**src/rtl/mia_pkg.sv**
```systemverilog
package mia_pkg;

  // one request into the alu
  typedef struct packed {
    logic [5:0]  command;
    logic [5:0]  function_code;
    logic [31:0] operand_a;
    logic [31:0] operand_b;
  } in_t;

  // one request out of the alu
  typedef struct packed {
    logic [31:0] result;
    logic [31:0] hi_out;
    logic [31:0] lo_out;
    logic        not_implemented;
  } out_t;

  // primary opcodes
  localparam logic [5:0] OP_SPECIAL = 6'h00;
  localparam logic [5:0] OP_ADDI    = 6'h08;
  localparam logic [5:0] OP_ADDIU   = 6'h09;
  localparam logic [5:0] OP_SLTI    = 6'h0A;
  localparam logic [5:0] OP_ANDI    = 6'h0C;
  localparam logic [5:0] OP_ORI     = 6'h0D;
  localparam logic [5:0] OP_XORI    = 6'h0E;

  // r-type function codes
  localparam logic [5:0] FN_SLL   = 6'h00;
  localparam logic [5:0] FN_SRL   = 6'h02;
  localparam logic [5:0] FN_SRA   = 6'h03;
  localparam logic [5:0] FN_MULT  = 6'h18;
  localparam logic [5:0] FN_MULTU = 6'h19;
  localparam logic [5:0] FN_DIV   = 6'h1A;
  localparam logic [5:0] FN_DIVU  = 6'h1B;
  localparam logic [5:0] FN_ADD   = 6'h20;
  localparam logic [5:0] FN_ADDU  = 6'h21;
  localparam logic [5:0] FN_SUB   = 6'h22;
  localparam logic [5:0] FN_SUBU  = 6'h23;
  localparam logic [5:0] FN_AND   = 6'h24;
  localparam logic [5:0] FN_OR    = 6'h25;
  localparam logic [5:0] FN_XOR   = 6'h26;
  localparam logic [5:0] FN_NOR   = 6'h27;
  localparam logic [5:0] FN_SLT   = 6'h2A;

endpackage

```
**src/rtl/mips_integer_alu.sv**
```systemverilog
// Integer ALU for the MIPS32 R-type and immediate arithmetic, logic, shift and compare
// operations, with MULT/MULTU and DIV/DIVU into the kept HI and LO registers. Each
// request gives exactly one answer carrying the result, HI and LO after the operation
// and a not-implemented flag. Simple operations pass through capture, decode and hand-off
// to the output register. Multiply and divide run a one-bit-per-cycle shift/add (multiply)
// or shift/subtract (divide) loop of 32 iterations through the acc/sh working registers,
// followed by the FIX1 and FIX2 correction states for the signed adjustments; a divide by
// zero skips the loop. One request is in flight at a time; a new request is taken the cycle
// after the previous answer moves into the output register, even while that answer
// still waits on out_stall_i. No clearing pass after reset.
module mips_integer_alu (
  input  logic          clk_i,
  input  logic          rst_ni,
  input  logic          in_valid_i,
  output logic          in_stall_o,
  input  mia_pkg::in_t  in_req_i,
  output logic          out_valid_o,
  input  logic          out_stall_i,
  output mia_pkg::out_t out_req_o
);
  import mia_pkg::*;

  // sequencer codes
  localparam logic [2:0] ST_IDLE   = 3'd0;
  localparam logic [2:0] ST_DECODE = 3'd1;
  localparam logic [2:0] ST_ITER   = 3'd2;
  localparam logic [2:0] ST_FIX1   = 3'd3;
  localparam logic [2:0] ST_FIX2   = 3'd4;
  localparam logic [2:0] ST_DONE   = 3'd5;

  // 32 iterations of the serial loop
  localparam logic [4:0] CntLast = 5'd31;

  // control state
  logic [2:0]  state_q, state_d;
  logic [4:0]  cnt_q, cnt_d;
  logic        out_valid_q, out_valid_d;
  logic [31:0] hi_q, hi_d;
  logic [31:0] lo_q, lo_d;

  // captured request and working registers
  logic [5:0]  cmd_q, cmd_d;
  logic [5:0]  fn_q, fn_d;
  logic [31:0] opa_q, opa_d;
  logic [31:0] opb_q, opb_d;
  logic [31:0] dv_q, dv_d;     // divisor magnitude
  logic [31:0] acc_q, acc_d;   // partial product high half / partial remainder
  logic [31:0] sh_q, sh_d;     // multiplier-product low half / dividend-quotient
  logic [31:0] res_q, res_d;
  logic        bad_q, bad_d;
  logic        is_div_q, is_div_d;
  logic        is_sgn_q, is_sgn_d;
  logic        neg_q, neg_d;   // quotient negative
  logic        na_q, na_d;     // dividend negative
  out_t        out_q, out_d;

  // decode and simple-operation datapath
  logic [4:0]  sh_amt;
  logic [31:0] imm_s;
  logic [31:0] imm_z;
  logic [31:0] simple_res;
  logic        simple_bad;
  logic        md_op;
  logic        md_div;
  logic        md_sgn;

  // serial loop datapath
  logic [32:0] msum;
  logic [32:0] rshift;
  logic [33:0] trial;
  logic [31:0] corr1;
  logic [31:0] corr2;

  always_comb begin
    sh_amt     = opb_q[4:0];
    imm_s      = {{16{opb_q[15]}}, opb_q[15:0]};
    imm_z      = {16'h0000, opb_q[15:0]};
    simple_res = '0;
    simple_bad = 1'b0;
    md_op      = 1'b0;
    md_div     = 1'b0;
    md_sgn     = 1'b0;
    if (cmd_q == OP_SPECIAL) begin
      case (fn_q)
        FN_SLL: simple_res = opa_q << sh_amt;
        FN_SRL: simple_res = opa_q >> sh_amt;
        FN_SRA: simple_res = $unsigned($signed(opa_q) >>> sh_amt);
        FN_MULT: begin
          md_op  = 1'b1;
          md_sgn = 1'b1;
        end
        FN_MULTU: md_op = 1'b1;
        FN_DIV: begin
          md_op  = 1'b1;
          md_div = 1'b1;
          md_sgn = 1'b1;
        end
        FN_DIVU: begin
          md_op  = 1'b1;
          md_div = 1'b1;
        end
        FN_ADD, FN_ADDU: simple_res = opa_q + opb_q;
        FN_SUB, FN_SUBU: simple_res = opa_q - opb_q;
        FN_AND: simple_res = opa_q & opb_q;
        FN_OR:  simple_res = opa_q | opb_q;
        FN_XOR: simple_res = opa_q ^ opb_q;
        FN_NOR: simple_res = ~(opa_q | opb_q);
        FN_SLT: simple_res = {31'd0, $signed(opa_q) < $signed(opb_q)};
        default: simple_bad = 1'b1;
      endcase
    end else begin
      case (cmd_q)
        OP_ADDI, OP_ADDIU: simple_res = opa_q + imm_s;
        OP_SLTI: simple_res = {31'd0, $signed(opa_q) < $signed(imm_s)};
        OP_ANDI: simple_res = opa_q & imm_z;
        OP_ORI:  simple_res = opa_q | imm_z;
        OP_XORI: simple_res = opa_q ^ imm_z;
        default: simple_bad = 1'b1;
      endcase
    end
  end

  // shift/add step for multiply, shift/subtract step for divide
  assign msum   = {1'b0, acc_q} + {1'b0, (sh_q[0] ? opa_q : 32'd0)};
  assign rshift = {acc_q, sh_q[31]};
  assign trial  = {1'b0, rshift} - {2'b00, dv_q};

  // signed product from the unsigned one: subtract the cross terms from hi
  assign corr1 = (is_sgn_q && opa_q[31]) ? opb_q : 32'd0;
  assign corr2 = (is_sgn_q && opb_q[31]) ? opa_q : 32'd0;

  always_comb begin
    state_d     = state_q;
    cnt_d       = cnt_q;
    out_valid_d = out_valid_q;
    hi_d        = hi_q;
    lo_d        = lo_q;
    cmd_d       = cmd_q;
    fn_d        = fn_q;
    opa_d       = opa_q;
    opb_d       = opb_q;
    dv_d        = dv_q;
    acc_d       = acc_q;
    sh_d        = sh_q;
    res_d       = res_q;
    bad_d       = bad_q;
    is_div_d    = is_div_q;
    is_sgn_d    = is_sgn_q;
    neg_d       = neg_q;
    na_d        = na_q;
    out_d       = out_q;

    if (out_valid_q && !out_stall_i) begin
      out_valid_d = 1'b0;
    end

    case (state_q)
      ST_IDLE: begin
        if (in_valid_i) begin
          cmd_d   = in_req_i.command;
          fn_d    = in_req_i.function_code;
          opa_d   = in_req_i.operand_a;
          opb_d   = in_req_i.operand_b;
          state_d = ST_DECODE;
        end
      end
      ST_DECODE: begin
        res_d    = md_op ? 32'd1 : simple_res;
        bad_d    = simple_bad;
        is_div_d = md_div;
        is_sgn_d = md_sgn;
        neg_d    = opa_q[31] ^ opb_q[31];
        na_d     = opa_q[31];
        cnt_d    = '0;
        acc_d    = '0;
        if (md_op && md_div) begin
          // divide by zero leaves hi and lo alone
          if (opb_q == 32'd0) begin
            state_d = ST_DONE;
          end else begin
            dv_d    = (md_sgn && opb_q[31]) ? (~opb_q + 32'd1) : opb_q;
            sh_d    = (md_sgn && opa_q[31]) ? (~opa_q + 32'd1) : opa_q;
            state_d = ST_ITER;
          end
        end else if (md_op) begin
          sh_d    = opb_q;
          state_d = ST_ITER;
        end else begin
          state_d = ST_DONE;
        end
      end
      ST_ITER: begin
        if (is_div_q) begin
          acc_d = trial[33] ? rshift[31:0] : trial[31:0];
          sh_d  = {sh_q[30:0], ~trial[33]};
        end else begin
          acc_d = msum[32:1];
          sh_d  = {msum[0], sh_q[31:1]};
        end
        cnt_d = cnt_q + 5'd1;
        if (cnt_q == CntLast) begin
          state_d = ST_FIX1;
        end
      end
      ST_FIX1: begin
        if (is_div_q) begin
          lo_d = (is_sgn_q && neg_q) ? (~sh_q + 32'd1) : sh_q;
        end else begin
          hi_d = acc_q - corr1;
          lo_d = sh_q;
        end
        state_d = ST_FIX2;
      end
      ST_FIX2: begin
        if (is_div_q) begin
          // remainder follows the dividend sign
          hi_d = (is_sgn_q && na_q) ? (~acc_q + 32'd1) : acc_q;
        end else begin
          hi_d = hi_q - corr2;
        end
        state_d = ST_DONE;
      end
      ST_DONE: begin
        if (!out_valid_q || !out_stall_i) begin
          out_d.result          = res_q;
          out_d.hi_out          = hi_q;
          out_d.lo_out          = lo_q;
          out_d.not_implemented = bad_q;
          out_valid_d           = 1'b1;
          state_d               = ST_IDLE;
        end
      end
      default: state_d = ST_IDLE;
    endcase
  end

  always_ff @(posedge clk_i or negedge rst_ni) begin
    if (!rst_ni) begin
      state_q     <= ST_IDLE;
      cnt_q       <= '0;
      out_valid_q <= 1'b0;
      hi_q        <= '0;
      lo_q        <= '0;
    end else begin
      state_q     <= state_d;
      cnt_q       <= cnt_d;
      out_valid_q <= out_valid_d;
      hi_q        <= hi_d;
      lo_q        <= lo_d;
    end
  end

  always_ff @(posedge clk_i) begin
    cmd_q    <= cmd_d;
    fn_q     <= fn_d;
    opa_q    <= opa_d;
    opb_q    <= opb_d;
    dv_q     <= dv_d;
    acc_q    <= acc_d;
    sh_q     <= sh_d;
    res_q    <= res_d;
    bad_q    <= bad_d;
    is_div_q <= is_div_d;
    is_sgn_q <= is_sgn_d;
    neg_q    <= neg_d;
    na_q     <= na_d;
    out_q    <= out_d;
  end

  assign in_stall_o  = (state_q != ST_IDLE);
  assign out_valid_o = out_valid_q;
  assign out_req_o   = out_q;

`ifndef ASSERT_OFF
  // an accepted request always goes to decode next
  a_accept_decode: assert property (@(posedge clk_i) disable iff (!rst_ni)
    in_valid_i && !in_stall_o |=> state_q == ST_DECODE)
    else $error("accepted request did not enter decode");

  // decode never touches hi or lo
  a_decode_keeps_hilo: assert property (@(posedge clk_i) disable iff (!rst_ni)
    state_q == ST_DECODE |=> hi_q == $past(hi_q) && lo_q == $past(lo_q))
    else $error("hi/lo changed during decode");

  // the serial loop runs exactly 32 steps before the corrections
  a_loop_length: assert property (@(posedge clk_i) disable iff (!rst_ni)
    state_q == ST_ITER && cnt_q == CntLast |=> state_q == ST_FIX1)
    else $error("serial loop did not end after 32 steps");

  // the answer register is never overwritten while it waits
  a_no_overwrite: assert property (@(posedge clk_i) disable iff (!rst_ni)
    state_q == ST_DONE && out_valid_q && out_stall_i |=> state_q == ST_DONE)
    else $error("pending answer overwritten");
`endif

endmodule

```
**config.mk**
```make
export PLATFORM = sky130hd
export DESIGN_NAME = mips_integer_alu
export DESIGN_NICKNAME = d
export VERILOG_FILES = /design/src/rtl/mia_pkg.sv /design/src/rtl/mips_integer_alu.sv
export SDC_FILE = /design/constraint.sdc
export NUM_CORES = 2
export LEC_CHECK = 0
export BUFFER_PORTS_ARGS = -buffer_cell sky130_fd_sc_hd__buf_2
export CORE_ASPECT_RATIO = 1.25
export CORE_UTILIZATION = 35
export CTS_CLUSTER_SIZE = 20
export DETAILED_ROUTE_END_ITERATION = 12
export HOLD_SLACK_MARGIN = 0.1
export SYNTH_ARGS = -nofsm -noshare
export SYNTH_HDL_FRONTEND = slang
export SYNTH_SLANG_ARGS = --single-unit
```
**constraint.sdc**
```tcl
create_clock -name clk_i -period 8.25 [get_ports clk_i]
set_input_delay 0.4125 -clock clk_i [delete_from_list [all_inputs] [get_ports clk_i]]
set_output_delay 0.4125 -clock clk_i [all_outputs]
set_load 0.01 [all_outputs]
```
# Word-level counts from Yosys, hierarchy flattened
# Cells that the tools add are included.
# word_totals
register_bits	379
out_inout_bits	99
# op_classes
addsub	12
order_cmp	2
n_eq_ne	33
shift	3
n_mux	42
bitwise	14
n_reduce_logical	32
# ops
op	count
$mux 32	17
$pmux 32 s10	1
$pmux 32 s2	3
$not 32->32	5
$pmux 32 s5	1
$add 32x1->32 const B	4
$sub 32x32->32	3
$add 32x32->32	2
$eq 6x6->1 const B	9
$eq 6x4->1 const B	6
$sub 33x32->34	1
$add 32x32->33	1
$and 32x16->32	1
$and 32x32->32	1
$logic_not 32->1	1
$lt 32x16->1	1
$lt 32x32->1	1
$or 32x16->32	1
$or 32x32->32	1
$shl 32x5->32	1
$shr 32x5->32	1
$sshr 32x5->32	1
$xor 32x16->32	1
$xor 32x32->32	1
28 further kinds	73

# Longest topological paths before layout
# depth
ltp_word	9
mapped_depth	17

# Worst setup path before layout
# Ideal clock, no wire load.
# synth_path
kind	register to register
startpoint	register state_q[1]
endpoint	register out_q (netlist bit out_req_o[0]), enable pin
setup_ns	0.585
arrival_ns	5.422
setup_slack_ns	2.243
stages_incl_launch_ff	4
n_path_buf	1
synth_period_minus_slack_ns	6.007
path_cell_list	dfrtp_1 clkbuf_1 nand3b_1 a21oi_1
# synth_between
elab_chain_cells	2
# synth_rtl
item	line	source
start, declared	mips_integer_alu.sv:35	logic [2:0] state_q, state_d;
start signal, assigned	mips_integer_alu.sv:245	state_q <= state_d;
$eq 3x3->1	mips_integer_alu.sv:157	case (state_q)
$reduce_and 2->1 (no line)	-	
end signal, assigned	mips_integer_alu.sv:267	out_q <= out_d;
end, declared	mips_integer_alu.sv:55	out_t out_q, out_d;
# No other way between the ends.
# A chain may end at the register's enable or synchronous reset.

# Worst setup path after layout
# layout_path
startpoint	register opb_q[1]
endpoint	register res_q[29] (data pin)
# layout_between
elab_chain_cells	3
# layout_rtl
item	line	source
start, declared	mips_integer_alu.sv:45	logic [31:0] opb_q, opb_d;
start signal, assigned	mips_integer_alu.sv:257	opb_q <= opb_d;
$sub 32x32->32, or another cell as far along	mips_integer_alu.sv:103	FN_SUB, FN_SUBU: simple_res = opa_q - opb_q;
$pmux 32 s10 / $pmux 32 s5 (equally long branches)	mips_integer_alu.sv:84, mips_integer_alu.sv:112	
$mux 32 *	mips_integer_alu.sv:83	if (cmd_q == OP_SPECIAL) begin
end signal, assigned	mips_integer_alu.sv:261	res_q <= res_d;
end, declared	mips_integer_alu.sv:49	logic [31:0] res_q, res_d;
# Mark *: on every way between the ends. The rest lies on a longest branch, timed or not.

==> metrics <==
Seq/Total Area, Yosys 32.2%; Synth Flop Type edfxtp_1; GRT Total Usage 26.7%; mux cell area share after synthesis 5.99%; DIE HEIGHT 351 µm; Peak VDD IR 0.000183 V; initial DRC count 3028; post-synthesis cell area 0.0342 mm²; Tmin final 5.31 ns; crit path capture res_q[29]$_SDFFCE_PP0P_; htree depth 2; first-pass GRT wire length 199000 µm; top post-synthesis cells by count 392 x nor2_1, 387 x a21oi_1, 382 x nand2_1; clock share of power 16.6%; Worst Path Max Fanout 17; RSZ-0062 raised after global routing false; Area Overhead vs Synth 12.9%; Post-CTS Setup Bufs 0; area share of the largest cell type after synthesis 26.9%; Clock transition at path regs 0.07 ns; Crit Path Class register to register; CTS Root Cell clkbuf_16; Setup Skew 0.0577 ns; CTS Sinks 379; pin count of the biggest net entering global routing 80; final wirelength 135000 µm; Pleak 14.9 nW; Critical Path Start opb_q[1]$_DFFE_PP_; worst hold path type input port to register; xor and xnor area share after synthesis 6.61%; most common cell in the netlist nor2_1; # IOs 179; layout cell share with drive strength beyond 1 10.5%; highest clock rate 188 MHz; Synth Area in Compound Gates 24.4%; setup_tns 0 ns; final worst path period share 64.3%; Reg area 0.0110 mm²; vias in the first global route 31.1k; DP Area 0.0363 mm²; I/O Buffers 178; PwrDens 329 mW/mm²; Req. time, crit path 8.59 ns; Post-Synth Simple-Gate Area 15.9%; Adder-Cell Fraction of Synth Area 9.98%; Yosys reg bits 379; Post-synth ARST share 19.3%; CTS tree yes; post-route ant nets 0; Num CTS Buffers 44; final instance area 0.0386 mm²; GRT overflow 0; max-cap viol count 0; power share of the sequential group 28.0%; maximum root-to-sink buffer count 3; Synth Instances 3991; multi-input logic area 0.0215 mm²; Nets 4467; Yosys top cell by area edfxtp_1; GPL Wtd Cong 1.04; Cell variety after synth 102; Slew HR 12.4%; initial antenna violation count 1; combinational family with the most area after synthesis compound AO/OA/AOI/OAI gates; Final setup violation count 0; top post-synthesis cells by area edfxtp_1 27%, ha_1 9.6%, a21oi_1 5.7%; Post-Syn Nets 4340; CP endpoint kind register; detailed-routing iteration count for the pre-antenna-repair pass 7; Starting Density 35.5%; cts repair resizes 0; Clk Latency, worst-skew pair 0.64 ns; Die W 282 µm; drt wl/cell 24.7 µm; status finished clean; pins over their slew limit 0; nature of the critical path startpoint register; Syn Area/Cell 8.56 µm²; drt drc 0; Synthesis Warnings 0; Sw Share 47.2%; number of hold violations in the final report 0; Int Power 6.69 mW; Post-synth EDFFs 306; critical path arrival 5.65 ns; die area 0.0989 mm²; FF-to-FF End res_q[29]$_SDFFCE_PP0P_; worst reg-to-reg path cell count 12; core box area 0.0963 mm²; Worst R2R Setup Slack 2.94 ns; reg2reg start opb_q[1]$_DFFE_PP_; combinational share of power 55.4%; fill count 9819; hold depth 4; HPWL after detailed placement 104000 µm; total number of vias 32.1k; NetSw 5.99 mW; via/cell ratio 5.90; Slew @ Worst Pin 1.31 ns; FP Rows 127
## kinds of logic (layout without fill, tap and decap cells)
logic type / after synthesis / count (layout)
mux: 151 / 151
flops: 379 / 379
fa+ha+maj: 269 / 269
simple gates: 1177 / 1177
xor+xnor: 258 / 258
compound gates: 1326 / 1326
buf+inv: 431 / 594
other cells: 0 / 1
## layout by cell type (no fill, tap or decap), types with 75 or more instances in the layout
| cell type | count |
|---|---|
| nor2_1 | 390 |
| a21oi_1 | 386 |
| nand2_1 | 382 |
| o21ai_0 | 334 |
| edfxtp_1 | 306 |
| ha_1 | 263 |
| xnor2_1 | 183 |
| inv_1 | 177 |
| buf_2 | 177 |
| mux2i_1 | 94 |
| a211oi_1 | 79 |
| dlygate4sd3_1 | 78 |
| nor3_1 | 75 |
| xor2_1 | 75 |
## metal layers
metal	global-route usage [%]	share of wire (%)	vias up
li1	-	-	15000
met2	45.0	48	1314
met1	32.5	40	15500
met4	16.2	6.8	2
met5	0	0.0096	-
met3	3.18	5.8	334
## state kept, by name (all words and copies together), names as in the netlist
signal       cells
opb_q           32
state_q          3
lo_q            32
out_valid_o      1
hi_q            32
neg_q            1
acc_q           32
is_div_q         1
opa_q           32
bad_q            1
cnt_q            5
res_q           32
fn_q             6
sh_q            32
na_q             1
cmd_q            6
out_req_o       97
dv_q            32
is_sgn_q         1
## worst min-delay path by stage
stage	startpoint	to	slack [ns]
finish	in_valid_i	state_q[0]$_DFFE_PN0P_	0.23
global route	in_valid_i	state_q[0]$_DFFE_PN0P_	0.26
CTS	in_valid_i	state_q[0]$_DFFE_PN0P_	0.21
detailed placement	res_q[5]$_SDFFCE_PP0P_	out_req_o[70]$_DFFE_PP_	0.41
global placement	res_q[2]$_SDFFCE_PP0P_	out_req_o[67]$_DFFE_PP_	0.40
floorplan	rst_ni	cnt_q[0]$_DFFE_PN0P_	0.12
## through the flow
| stage | hold slack [ns] | instances | setup slack, ns | utilization, % | power [mW] |
|---|---|---|---|---|---|
| floorplan | 0.117 | 3991 | 2.24 | - | 8.38 |
| global placement | 0.403 | 5284 | 3.06 | 37.7 | 10.4 |
| detailed placement | 0.406 | 5284 | 3.00 | 37.7 | 10.4 |
| CTS | 0.215 | 5444 | 3.00 | 40.1 | 12.6 |
| global route | 0.257 | 5444 | 2.59 | 40.1 | 13.5 |
| finish | 0.235 | 5445 | 2.94 | 40.1 | 12.7 |
## layout make-up
class | instances | area share [%]
Multi-Input combinational cell | 3181 | 55.8
Antenna cell | 1 | 0.00648
Inverter | 187 | 1.82
Clock inverter | 33 | 0.986
Tap cell | 1290 | 4.18
Timing Repair Buffer | 325 | 5.68
Sequential cell | 379 | 28.5
Clock buffer | 49 | 2.98
## worst max-delay path, cell delays in order, from the launching register on
cell and delay [ns]:
edfxtp_1 0.83, inv_1 0.54, ha_1 0.50, nor2_1 0.18
o221ai_1 0.22, a221oi_1 0.62, o21ai_0 0.44, o221ai_1 0.57
a21boi_0 0.29, o31ai_1 0.37, xnor2_1 0.11, a221oi_1 0.25
o21ai_0 0.11
## power groups by stage
stage	combinational, mW	clock, mW	sequential (mW)
final	7.03	2.11	3.55
after global routing	7.70	2.20	3.62
after CTS	6.94	2.14	3.54
after global placement	6.86	0	3.57
after floorplan	5.01	0	3.37
after detailed placement	6.87	0	3.58
## what timing repair did
action	4_1_cts	5_1_grt
hold buffers	78	0
endpoints found under the hold margin	150	0
endpoints found under the setup margin	0	0
Power figures use the tool's default switching activity.
